**config.mk**
```make
export PLATFORM = sky130hd
export DESIGN_NAME = thermistor_beta_temperature_smoother_top_flat
export DESIGN_NICKNAME = d
export VERILOG_FILES = /design/src/rtl/core/tbts_pkg.sv /design/src/rtl/core/tbts_if.sv /design/src/rtl/core/thermistor_beta_temperature_smoother_top.sv /design/src/rtl/core/tbts_div.sv /design/src/rtl/core/tbts_mul.sv /design/src/flat_wrapper.sv
export SDC_FILE = /design/constraint.sdc
export NUM_CORES = 2
export LEC_CHECK = 0
export ABC_AREA = 1
export ABC_CLOCK_PERIOD_IN_PS = 17900
export BUFFER_PORTS_ARGS = -buffer_cell sky130_fd_sc_hd__buf_2
export CORE_MARGIN = 4
export CORE_UTILIZATION = 25
export CTS_CLUSTER_SIZE = 20
export DETAILED_ROUTE_END_ITERATION = 6
export SETUP_SLACK_MARGIN = 0.15
export SLEW_MARGIN = 20
export SYNTH_ARGS = -nofsm -noshare
export SYNTH_HDL_FRONTEND = slang
export SYNTH_SLANG_ARGS = --single-unit
export TNS_END_PERCENT = 30
```
**constraint.sdc**
```tcl
create_clock -name clk -period 17.9 [get_ports clk]
set_input_delay 3.58 -clock clk [delete_from_list [all_inputs] [get_ports clk]]
set_output_delay 3.58 -clock clk [all_outputs]
set_load 0.1 [all_outputs]
```
**src/rtl/core/tbts_pkg.sv**
```systemverilog
// tbts_pkg: shared types and constants of the thermistor temperature smoother
// depends on nothing
`default_nettype none
package tbts_pkg;
	localparam int unsigned AdcFull = 1023;
	localparam int unsigned KelvinOffset = 273;
	localparam int unsigned Percent = 100;
	localparam logic [31:0] Ln2Q32 = 32'd2977044472;
	localparam int unsigned NumRegs = 8;
	localparam int unsigned CfgIdxW = 4;
	localparam int unsigned CfgDataW = 24;
	// reciprocal of the percentage, exact for numerators below SatQuotient
	localparam logic [31:0] RecipPercent = 32'd167773;
	localparam int unsigned RecipShift = 24;
	// numerator in whole q.16 units at which the blended result saturates
	localparam int unsigned SatQuotient = 102400;

	typedef enum logic [3:0] {
		ST_IDLE,
		ST_RDIV,
		ST_NORM,
		ST_SQR,
		ST_SQR_WAIT,
		ST_LN,
		ST_LN_WAIT,
		ST_TDIV,
		ST_BLEND,
		ST_BLEND_WAIT,
		ST_BDIV,
		ST_DONE
	} tbts_state_t;

	typedef enum logic [1:0] {
		MUL_SQR,
		MUL_LN,
		MUL_BLEND
	} tbts_mul_op_t;

	// request to the shared divider
	typedef struct packed {
		logic start;
		logic neg;
		logic [79:0] num;
		logic [79:0] den;
	} tbts_div_req_t;

	// divider status
	typedef struct packed {
		logic busy;
		logic done;
		logic [79:0] quo;
	} tbts_div_rsp_t;
endpackage
`default_nettype wire

```
**src/rtl/core/tbts_if.sv**
```systemverilog
// tbts_if: valid/ready channels for the input and result items
// depends on nothing
`default_nettype none
interface tbts_in_if;
	logic valid;
	logic ready;
	logic [1:0] channel;
	logic [9:0] adc_sample;
	modport source (output valid, channel, adc_sample, input ready);
	modport sink (input valid, channel, adc_sample, output ready);
endinterface

interface tbts_out_if;
	logic valid;
	logic ready;
	logic [1:0] channel_out;
	logic signed [10:0] temperature_c;
	logic sample_invalid;
	modport source (output valid, channel_out, temperature_c, sample_invalid, input ready);
	modport sink (input valid, channel_out, temperature_c, sample_invalid, output ready);
endinterface
`default_nettype wire

```
**src/rtl/core/thermistor_beta_temperature_smoother_top.sv**
```systemverilog
// thermistor_beta_temperature_smoother_top: sequencer, registers and state
// depends on tbts_pkg, tbts_if, tbts_div, tbts_mul
//
// usage: in_ch carries an item (channel, adc_sample); out_ch returns one item
// per input (channel_out, temperature_c, sample_invalid). The block takes one
// item at a time: ready is low from acceptance until its result is taken.
// A valid sample runs through a divide for the resistance, a normalise
// step, 16 squarings on the shared multiplier, a log step, a divide for
// kelvin, a blend (the percentage by reciprocal multiply) and the output
// step. The shared divider produces one bit a cycle. Samples of 0 or
// full scale and unknown channels go straight to the output step, a zero
// resistance after the first divide and a zero log difference after the
// log step, with the state untouched except for the latter. The result
// holds in an output register while the receiver stalls.
// Reset sets beta to 3950, offsets to -264765 (Q.16) and the stored
// temperatures to zero. cfg_we writes register cfg_index (0..3 beta,
// 4..7 log offset) with cfg_data; other indexes are ignored.
//
`default_nettype none
module thermistor_beta_temperature_smoother_top
	import tbts_pkg::*;
#(
	parameter int unsigned CHANNELS = 4,
	parameter int unsigned REF_RESISTANCE = 10000,
	parameter int unsigned SMOOTH_WEIGHT = 90
) (
	input wire logic clk,
	input wire logic arst_n,
	tbts_in_if.sink in_ch,
	tbts_out_if.source out_ch,
	input wire logic cfg_we,
	input wire logic [CfgIdxW-1:0] cfg_index,
	input wire logic [CfgDataW-1:0] cfg_data
);
	localparam int unsigned ChW = (CHANNELS > 1) ? $clog2(CHANNELS) : 1;

	tbts_state_t state_q, state_d;
	logic [15:0] beta_q [4];
	logic [23:0] offs_q [4];
	logic signed [10:0] temp_q [CHANNELS];

	logic [1:0] ch_q;
	logic [39:0] r_q;
	logic [5:0] k_q;
	logic [31:0] m_q;
	logic [15:0] frac_q;
	logic [4:0] it_q;
	logic signed [63:0] c_q;
	logic [16:0] q16_q;
	logic sat_q, bneg_q;
	logic [63:0] mp;
	logic [31:0] ma, mb;
	logic [10:0] res_q;
	logic inv_q, ovalid_q;
	tbts_div_req_t dreq;
	tbts_div_rsp_t drsp;

	tbts_div u_div (.clk, .arst_n, .req(dreq), .rsp(drsp));
	tbts_mul u_mul (.clk, .a(ma), .b(mb), .p(mp));

	logic ch_ok;
	logic [ChW-1:0] ch_idx;
	assign ch_ok = ({2'b0, ch_q} < 4'(CHANNELS));
	assign ch_idx = ChW'(ch_q);
	logic signed [10:0] stored;
	assign stored = ch_ok ? temp_q[ch_idx] : 11'sd0;

	logic ch_ok_in;
	assign ch_ok_in = ({2'b0, in_ch.channel} < 4'(CHANNELS));
	assign in_ch.ready = (state_q == ST_IDLE) && !ovalid_q;

	// top bit index of resistance
	logic [5:0] msb;
	always_comb begin
		msb = '0;
		for (int i = 0; i < 40; i++) if (r_q[i]) msb = 6'(i);
	end

	// log2 into natural log, rounded
	logic [63:0] l2;
	assign l2 = {42'd0, k_q[5:0], frac_q};
	logic signed [31:0] lnr;
	assign lnr = 32'(({32'd0, mp} + 96'h8000_0000) >> 32);

	// log difference against the channel offset
	logic signed [31:0] dlog;
	logic [31:0] dmag;
	assign dlog = lnr - $signed({{8{offs_q[ch_q][23]}}, offs_q[ch_q]});
	assign dmag = dlog[31] ? 32'(-dlog) : 32'(dlog);

	// operands of the shared multiplier
	always_comb begin
		ma = m_q;
		mb = m_q;
		if (state_q == ST_LN) begin
			ma = l2[31:0];
			mb = Ln2Q32;
		end else if (state_q == ST_BLEND_WAIT) begin
			ma = 32'(q16_q);
			mb = RecipPercent;
		end
	end

	// blend numerator and its magnitude
	logic signed [63:0] prod_s, num_s, wstore;
	logic [63:0] num_mag;
	assign prod_s = c_q * $signed(64'(Percent - SMOOTH_WEIGHT));
	assign wstore = 64'(signed'(SMOOTH_WEIGHT)) * 64'(stored) * 64'sd65536;
	assign num_s = prod_s + wstore;
	assign num_mag = num_s[63] ? 64'(-num_s) : 64'(num_s);

	// divider requests
	always_comb begin
		dreq = '0;
		unique case (state_q)
			ST_IDLE: begin
				dreq.start = in_ch.valid && in_ch.ready && ch_ok_in
					&& in_ch.adc_sample != 10'd0 && in_ch.adc_sample != 10'(AdcFull);
				dreq.num = 80'(64'(AdcFull - in_ch.adc_sample) * 64'(REF_RESISTANCE));
				dreq.den = 80'(in_ch.adc_sample);
			end
			ST_LN_WAIT: begin
				dreq.start = (dlog != 32'sd0);
				dreq.num = {32'd0, beta_q[ch_q], 32'd0};
				dreq.den = {48'd0, dmag};
				dreq.neg = dlog[31];
			end
			default: ;
		endcase
	end

	// next state
	always_comb begin
		state_d = state_q;
		unique case (state_q)
			ST_IDLE: if (in_ch.valid && in_ch.ready) state_d = dreq.start ? ST_RDIV : ST_DONE;
			ST_RDIV: if (drsp.done) state_d = (drsp.quo == 80'd0) ? ST_DONE : ST_NORM;
			ST_NORM: state_d = ST_SQR;
			ST_SQR: state_d = ST_SQR_WAIT;
			ST_SQR_WAIT: state_d = (it_q == 5'd15) ? ST_LN : ST_SQR;
			ST_LN: state_d = ST_LN_WAIT;
			ST_LN_WAIT: state_d = dreq.start ? ST_TDIV : ST_DONE;
			ST_TDIV: if (drsp.done) state_d = ST_BLEND;
			ST_BLEND: state_d = ST_BLEND_WAIT;
			ST_BLEND_WAIT: state_d = ST_BDIV;
			ST_BDIV: state_d = ST_DONE;
			ST_DONE: if (!ovalid_q) state_d = ST_IDLE;
			default: state_d = ST_IDLE;
		endcase
	end

	// quotient by the percentage, saturated to 11 bits
	logic [10:0] bq, blend_res;
	assign bq = mp[RecipShift +: 11];
	assign blend_res = sat_q ? (bneg_q ? 11'h400 : 11'h3FF)
		: (bneg_q ? (~bq + 11'd1) : bq);

	always_ff @(posedge clk or negedge arst_n) begin
		if (!arst_n) begin
			state_q <= ST_IDLE;
			ovalid_q <= 1'b0;
			for (int i = 0; i < 4; i++) begin
				beta_q[i] <= 16'd3950;
				offs_q[i] <= 24'hFBF5C3;
			end
			for (int i = 0; i < CHANNELS; i++) temp_q[i] <= '0;
		end else begin
			state_q <= state_d;
			if (cfg_we) begin
				if (cfg_index < CfgIdxW'(4)) beta_q[cfg_index[1:0]] <= cfg_data[15:0];
				else if (cfg_index < CfgIdxW'(NumRegs)) offs_q[cfg_index[1:0]] <= cfg_data;
			end
			if (out_ch.valid && out_ch.ready) ovalid_q <= 1'b0;
			if (state_q == ST_DONE && !ovalid_q) begin
				ovalid_q <= 1'b1;
				if (!inv_q && ch_ok) temp_q[ch_idx] <= res_q;
			end
		end
	end

	// datapath registers
	always_ff @(posedge clk) begin
		unique case (state_q)
			ST_IDLE: if (in_ch.valid && in_ch.ready) begin
				ch_q <= in_ch.channel;
				inv_q <= 1'b1;
				res_q <= ch_ok_in ? 11'(temp_q[ChW'(in_ch.channel)]) : 11'd0;
			end
			ST_RDIV: if (drsp.done) r_q <= drsp.quo[39:0];
			ST_NORM: begin
				k_q <= msb;
				m_q <= 32'(({32'd0, r_q} << 30) >> msb);
				frac_q <= '0;
				it_q <= '0;
			end
			ST_SQR_WAIT: begin
				it_q <= it_q + 5'd1;
				if (mp[61]) begin
					m_q <= mp[62:31];
					frac_q <= {frac_q[14:0], 1'b1};
				end else begin
					m_q <= mp[61:30];
					frac_q <= {frac_q[14:0], 1'b0};
				end
			end
			ST_LN_WAIT: if (!dreq.start) begin
				res_q <= 11'd1023;
				inv_q <= 1'b0;
			end
			ST_TDIV: if (drsp.done) c_q <= $signed(drsp.quo[63:0]) - 64'sd17891328;
			ST_BLEND: begin
				q16_q <= num_mag[32:16];
				sat_q <= (num_mag[63:16] >= 48'(SatQuotient));
				bneg_q <= num_s[63];
			end
			ST_BDIV: begin
				res_q <= blend_res;
				inv_q <= 1'b0;
			end
			default: ;
		endcase
	end

	assign out_ch.valid = ovalid_q;
	assign out_ch.channel_out = ch_q;
	assign out_ch.temperature_c = res_q;
	assign out_ch.sample_invalid = inv_q;

	// only one item in flight
	assert property (@(posedge clk) disable iff (!arst_n) out_ch.valid |-> !in_ch.ready)
		else $error("input taken while result pending");
	// divider never restarted while busy
	assert property (@(posedge clk) disable iff (!arst_n) dreq.start |-> !drsp.busy)
		else $error("divider restarted while busy");
	// a result appears only from the done state
	assert property (@(posedge clk) disable iff (!arst_n) $rose(ovalid_q) |-> $past(state_q) == ST_DONE)
		else $error("result without completion");
endmodule
`default_nettype wire

```
**src/rtl/core/tbts_div.sv**
```systemverilog
// tbts_div: shared restoring divider, one quotient bit per cycle, magnitudes
// depends on tbts_pkg
`default_nettype none
module tbts_div
	import tbts_pkg::*;
(
	input wire logic clk,
	input wire logic arst_n,
	input wire tbts_div_req_t req,
	output tbts_div_rsp_t rsp
);
	logic [79:0] rem_q, quo_q, den_q;
	logic [6:0] cnt_q;
	logic busy_q, done_q, neg_q;
	logic [80:0] trial;

	// shift-subtract step
	always_comb begin
		trial = {rem_q, quo_q[79]} - {1'b0, den_q};
	end

	always_ff @(posedge clk or negedge arst_n) begin
		if (!arst_n) begin
			busy_q <= 1'b0;
			done_q <= 1'b0;
			cnt_q <= '0;
		end else begin
			done_q <= 1'b0;
			if (req.start) begin
				busy_q <= 1'b1;
				cnt_q <= 7'd80;
			end else if (busy_q) begin
				cnt_q <= cnt_q - 7'd1;
				if (cnt_q == 7'd1) begin
					busy_q <= 1'b0;
					done_q <= 1'b1;
				end
			end
		end
	end

	// datapath
	always_ff @(posedge clk) begin
		if (req.start) begin
			rem_q <= '0;
			quo_q <= req.num;
			den_q <= req.den;
			neg_q <= req.neg;
		end else if (busy_q) begin
			if (!trial[80]) begin
				rem_q <= trial[79:0];
				quo_q <= {quo_q[78:0], 1'b1};
			end else begin
				rem_q <= {rem_q[78:0], quo_q[79]};
				quo_q <= {quo_q[78:0], 1'b0};
			end
		end
	end

	assign rsp.busy = busy_q;
	assign rsp.done = done_q;
	assign rsp.quo = neg_q ? (~quo_q + 80'd1) : quo_q;
endmodule
`default_nettype wire

```
**src/rtl/core/tbts_mul.sv**
```systemverilog
// tbts_mul: shared 32x32 multiplier with registered product
// depends on tbts_pkg
`default_nettype none
module tbts_mul
	import tbts_pkg::*;
(
	input wire logic clk,
	input wire logic [31:0] a,
	input wire logic [31:0] b,
	output logic [63:0] p
);
	// single multiply, result registered
	always_ff @(posedge clk) begin
		p <= a * b;
	end
endmodule
`default_nettype wire
```
**src/flat_wrapper.sv**
```systemverilog
// flat-port wrapper written by rule: the top's interface ports become plain ports
module thermistor_beta_temperature_smoother_top_flat import tbts_pkg::*;
#(
	parameter int unsigned CHANNELS = 4,
	parameter int unsigned REF_RESISTANCE = 10000,
	parameter int unsigned SMOOTH_WEIGHT = 90
)
  (clk, arst_n, cfg_we, cfg_index, cfg_data, in_ch_valid, in_ch_channel, in_ch_adc_sample, in_ch_ready, out_ch_valid, out_ch_channel_out, out_ch_temperature_c, out_ch_sample_invalid, out_ch_ready);
  tbts_in_if in_ch_i ();
  tbts_out_if out_ch_i ();
  input wire logic clk;
  input wire logic arst_n;
  input wire logic cfg_we;
  input wire logic [CfgIdxW-1:0] cfg_index;
  input wire logic [CfgDataW-1:0] cfg_data;
  input wire logic [$bits(in_ch_i.valid)-1:0] in_ch_valid;
  input wire logic [$bits(in_ch_i.channel)-1:0] in_ch_channel;
  input wire logic [$bits(in_ch_i.adc_sample)-1:0] in_ch_adc_sample;
  output wire logic [$bits(in_ch_i.ready)-1:0] in_ch_ready;
  output wire logic [$bits(out_ch_i.valid)-1:0] out_ch_valid;
  output wire logic [$bits(out_ch_i.channel_out)-1:0] out_ch_channel_out;
  output wire logic [$bits(out_ch_i.temperature_c)-1:0] out_ch_temperature_c;
  output wire logic [$bits(out_ch_i.sample_invalid)-1:0] out_ch_sample_invalid;
  input wire logic [$bits(out_ch_i.ready)-1:0] out_ch_ready;
  assign in_ch_i.valid = in_ch_valid;
  assign in_ch_i.channel = in_ch_channel;
  assign in_ch_i.adc_sample = in_ch_adc_sample;
  assign in_ch_ready = in_ch_i.ready;
  assign out_ch_valid = out_ch_i.valid;
  assign out_ch_channel_out = out_ch_i.channel_out;
  assign out_ch_temperature_c = out_ch_i.temperature_c;
  assign out_ch_sample_invalid = out_ch_i.sample_invalid;
  assign out_ch_i.ready = out_ch_ready;
  thermistor_beta_temperature_smoother_top #(.CHANNELS(CHANNELS), .REF_RESISTANCE(REF_RESISTANCE), .SMOOTH_WEIGHT(SMOOTH_WEIGHT)) u_core (.clk(clk), .arst_n(arst_n), .in_ch(in_ch_i), .out_ch(out_ch_i), .cfg_we(cfg_we), .cfg_index(cfg_index), .cfg_data(cfg_data));
endmodule
```
==> results.md <==
- DP HPWL: 218.4 mm
- Die H: 579.4 um
- Gpl congestion: 0.9892
- Clock sinks: 646
- CTS root buffer: clkbuf_16
- Yosys cell types: 84
- CP endpoint kind: flop
- Yosys Warn Count: 0
- Fillers: 35250
- CP delay by family, top: adder cells
- # DRC: 0
- Max cap viols: 0
- Post_cts resized: 0
- Area Overhead vs Synth: 9.919%
- DR WL/cell: 18.64 um
- IO buf count: 60
- Met3 usage: 0.04183
- Starting DRC count in detailed routing: 6479
- Max stage delay cell, worst path: a31oi_1
- Required time of the worst setup path: 18470 ps
- Met1 Track Usage GR: 0.2173
- Slew HR: 0.1755
- Top_reg_cell synth: edfxtp_1
- IO Count: 61
- Max Clk Rate: 0.08190 GHz
- Largest net degree at the start of global routing: 93
- Final hold vios: 0
- WP buf/inv: 12
- Cell Area, Synth: 81620 um^2
- Flops & latches, synth: 646
- Synth Net Count: 12190
- Post-DR vias/cell: 4.714
- Register area: 17240 um^2
- DR pass1 iterations: 6
- DRT antenna net count: 0
- Final Critical Period: 12210 ps
- Slew Viols, Final: 0
- CTS H-tree lvls: 3
- Grt peak-use layer: met2
- Max stage delay on crit path: 780 ps
- Slew @ Worst Pin: 1229 ps
- CTS Hold Buffers Added: 0
- Post-synth EDFFs: 308
- Total GRT Usage: 0.1632
- Final wirelength: 278.6 mm
- Final nets: 12110
- Grt ovf: 0
- Postcts setup bufs: 0
- Area of the multi-input gates: 55160 um^2
- Met2 Usage GRT: 0.2561
- Status: finished, final reports clean
- Share of post-route cells with drive strength above 1: 0.05331
- Via count: 70470
- CP Data Arrival Time: 12790 ps
- Critical path class: flop to flop
- Die area: 335700 um^2
- Worst Skew: 50.16 ps
- Final period utilization: 0.6822
- Initial Utilization: 0.2515
- Initial antenna violation count: 13
- # rows: 209
- Clock buffer count from CTS: 76
- Hold WC Path Type: flop to flop
- Vias in the first global route: 69570
- CTS tree: yes
- Startpoint types: flop
- Synthesized instance count: 10630
- Core area: 324500 um^2
- RSZ-0062 raised after global routing: false
- Setup TNS: 0 ps
- Min Hold Slack: 486.3 ps
- Worst skew pair latency: 700 ps
- Global-route wire length before repair: 425.3 mm
- Syn_area_per_cell: 7.677 um^2
- # setup viols final: 0
- Critical path peak fanout: 40
- CTS Buffer Depth: 3
- Die extent in x: 579.4 um
- Seq/Total Area, Yosys: 0.2112
- Clock slew at reported path FFs: 60 ps
- Async SR Flop Fraction: 0.3375
layer usage:
metal	vias up	share of wire	routed length, um
met5	-	0.00034	94
met4	14	0.042	11610
met3	548	0.095	26350
li1	33210	-	-
met2	2833	0.44	122500
met1	33860	0.42	118000
metrics by stage:
stage,cell area (um^2),utilization,worst slack [ps],cells
floorplan,81620,-,9162,10630
global placement,87040,0.2682,5941,14800
detailed placement,87070,0.2683,6009,14800
CTS,89660,0.2763,6029,14940
global route,89700,0.2764,5303,14940
finish,89710,0.2764,5689,14950
path summary, 6_finish.rpt:
| kind | start | to | slack [ps] | cells past startpoint |
|---|---|---|---|---|
| max in group asynchronous | arst_n | u_core.offs_q[76] | 13770 | 2 |
| worst max-delay path | u_core.state_q[3] | u_core.u_mul.p[56] | 5690 | 38 |
| worst min-delay path | u_core.offs_q[33] | u_core.offs_q[33] | 490 | 2 |
| worst max register to register | u_core.state_q[3] | u_core.u_mul.p[56] | 5690 | 38 |
| min in group asynchronous | arst_n | u_core.offs_q[77] | 2820 | 1 |
| worst min register to register | u_core.offs_q[33] | u_core.offs_q[33] | 490 | 2 |
sequential cells by signal, indices dropped and copies added (netlist names), 17 cells and up:
register            flops
u_core.r_q             40
u_core.c_q             63
u_core.u_div.rem_q     80
u_core.u_mul.p         40
u_core.u_div.den_q     32
u_core.beta_q          64
u_core.offs_q          96
u_core.q16_q           17
u_core.temp_q          44
u_core.u_div.quo_q     80
u_core.m_q             32
cells in the final DEF, fill, tap and decap left out, types with 61 or more instances in the layout:
cell type and count:
nand4_1 97, xnor2_1 108, o21ai_0 522, nor2_1 1126, buf_2 61, dfrtp_1 113, xor2_1 317, nor3_1 125
dfstp_2 104, dfxtp_1 120, inv_1 2090, nand3_1 524, fa_1 930, a21oi_1 448, buf_4 122, nand2_1 2121
edfxtp_1 308, clkbuf_16 77, ha_1 578
cells by family after synthesis:
kind of cell / Yosys count / share of synthesized area
AND/OR/NAND/NOR: 4199 / 0.2141
buffers and inverters: 2478 / 0.1149
adder cells (fa/ha/maj): 1508 / 0.3167
AO/OA/AOI/OAI: 1367 / 0.09617
flip-flops: 646 / 0.2112
XOR/XNOR: 429 / 0.04640
multiplexers: 4 / 0.0004906
other: 1 / 0.00004595
Yosys cell counts (19+ instances only):
master	count	area [um^2]
edfxtp_1	308	9249
a221oi_1	43	376.6
nand2_1	2122	7965
nor3_1	126	630.6
xnor2_1	108	945.9
o22ai_1	37	231.5
o21ai_0	528	2643
nor4_1	52	325.3
clkbuf_1	281	1055
inv_1	2094	7860
a31oi_1	39	244.0
a21oi_1	454	2272
buf_2	20	100.1
a21o_1	20	150.1
nand4_1	97	606.8
dfrtp_1	114	2853
nand2_2	25	156.4
nor2_1	1135	4260
dfstp_2	104	2733
o21ai_1	21	105.1
fa_1	930	18620
ha_1	578	7232
nand3b_1	19	142.6
nand3_1	527	2638
o211ai_1	47	352.8
xor2_1	317	2776
buf_1	34	127.6
a22oi_1	23	172.7
a22o_1	39	341.6
inv_2	25	93.84
dfxtp_1	120	2402
final cells by class:
| class | instances | share of cell area |
|---|---|---|
| multi-input combinational | 7508 | 0.6148 |
| sequential | 646 | 0.1921 |
| inverter | 2135 | 0.08936 |
| tap | 4325 | 0.06032 |
| clock buffer | 103 | 0.02368 |
| timing repair buffer | 187 | 0.01425 |
| clock inverter | 38 | 0.005244 |
| antenna | 6 | 0.0001674 |
tightest hold or removal path, stage by stage (launching register included):
cell,delay [ps]
dfrtp_1,340
nand2_1,50
o21ai_0,60
Power is left out: the tool's default activity adds up to more than one toggle a clock period on the data nets, which glitch-free logic cannot reach.
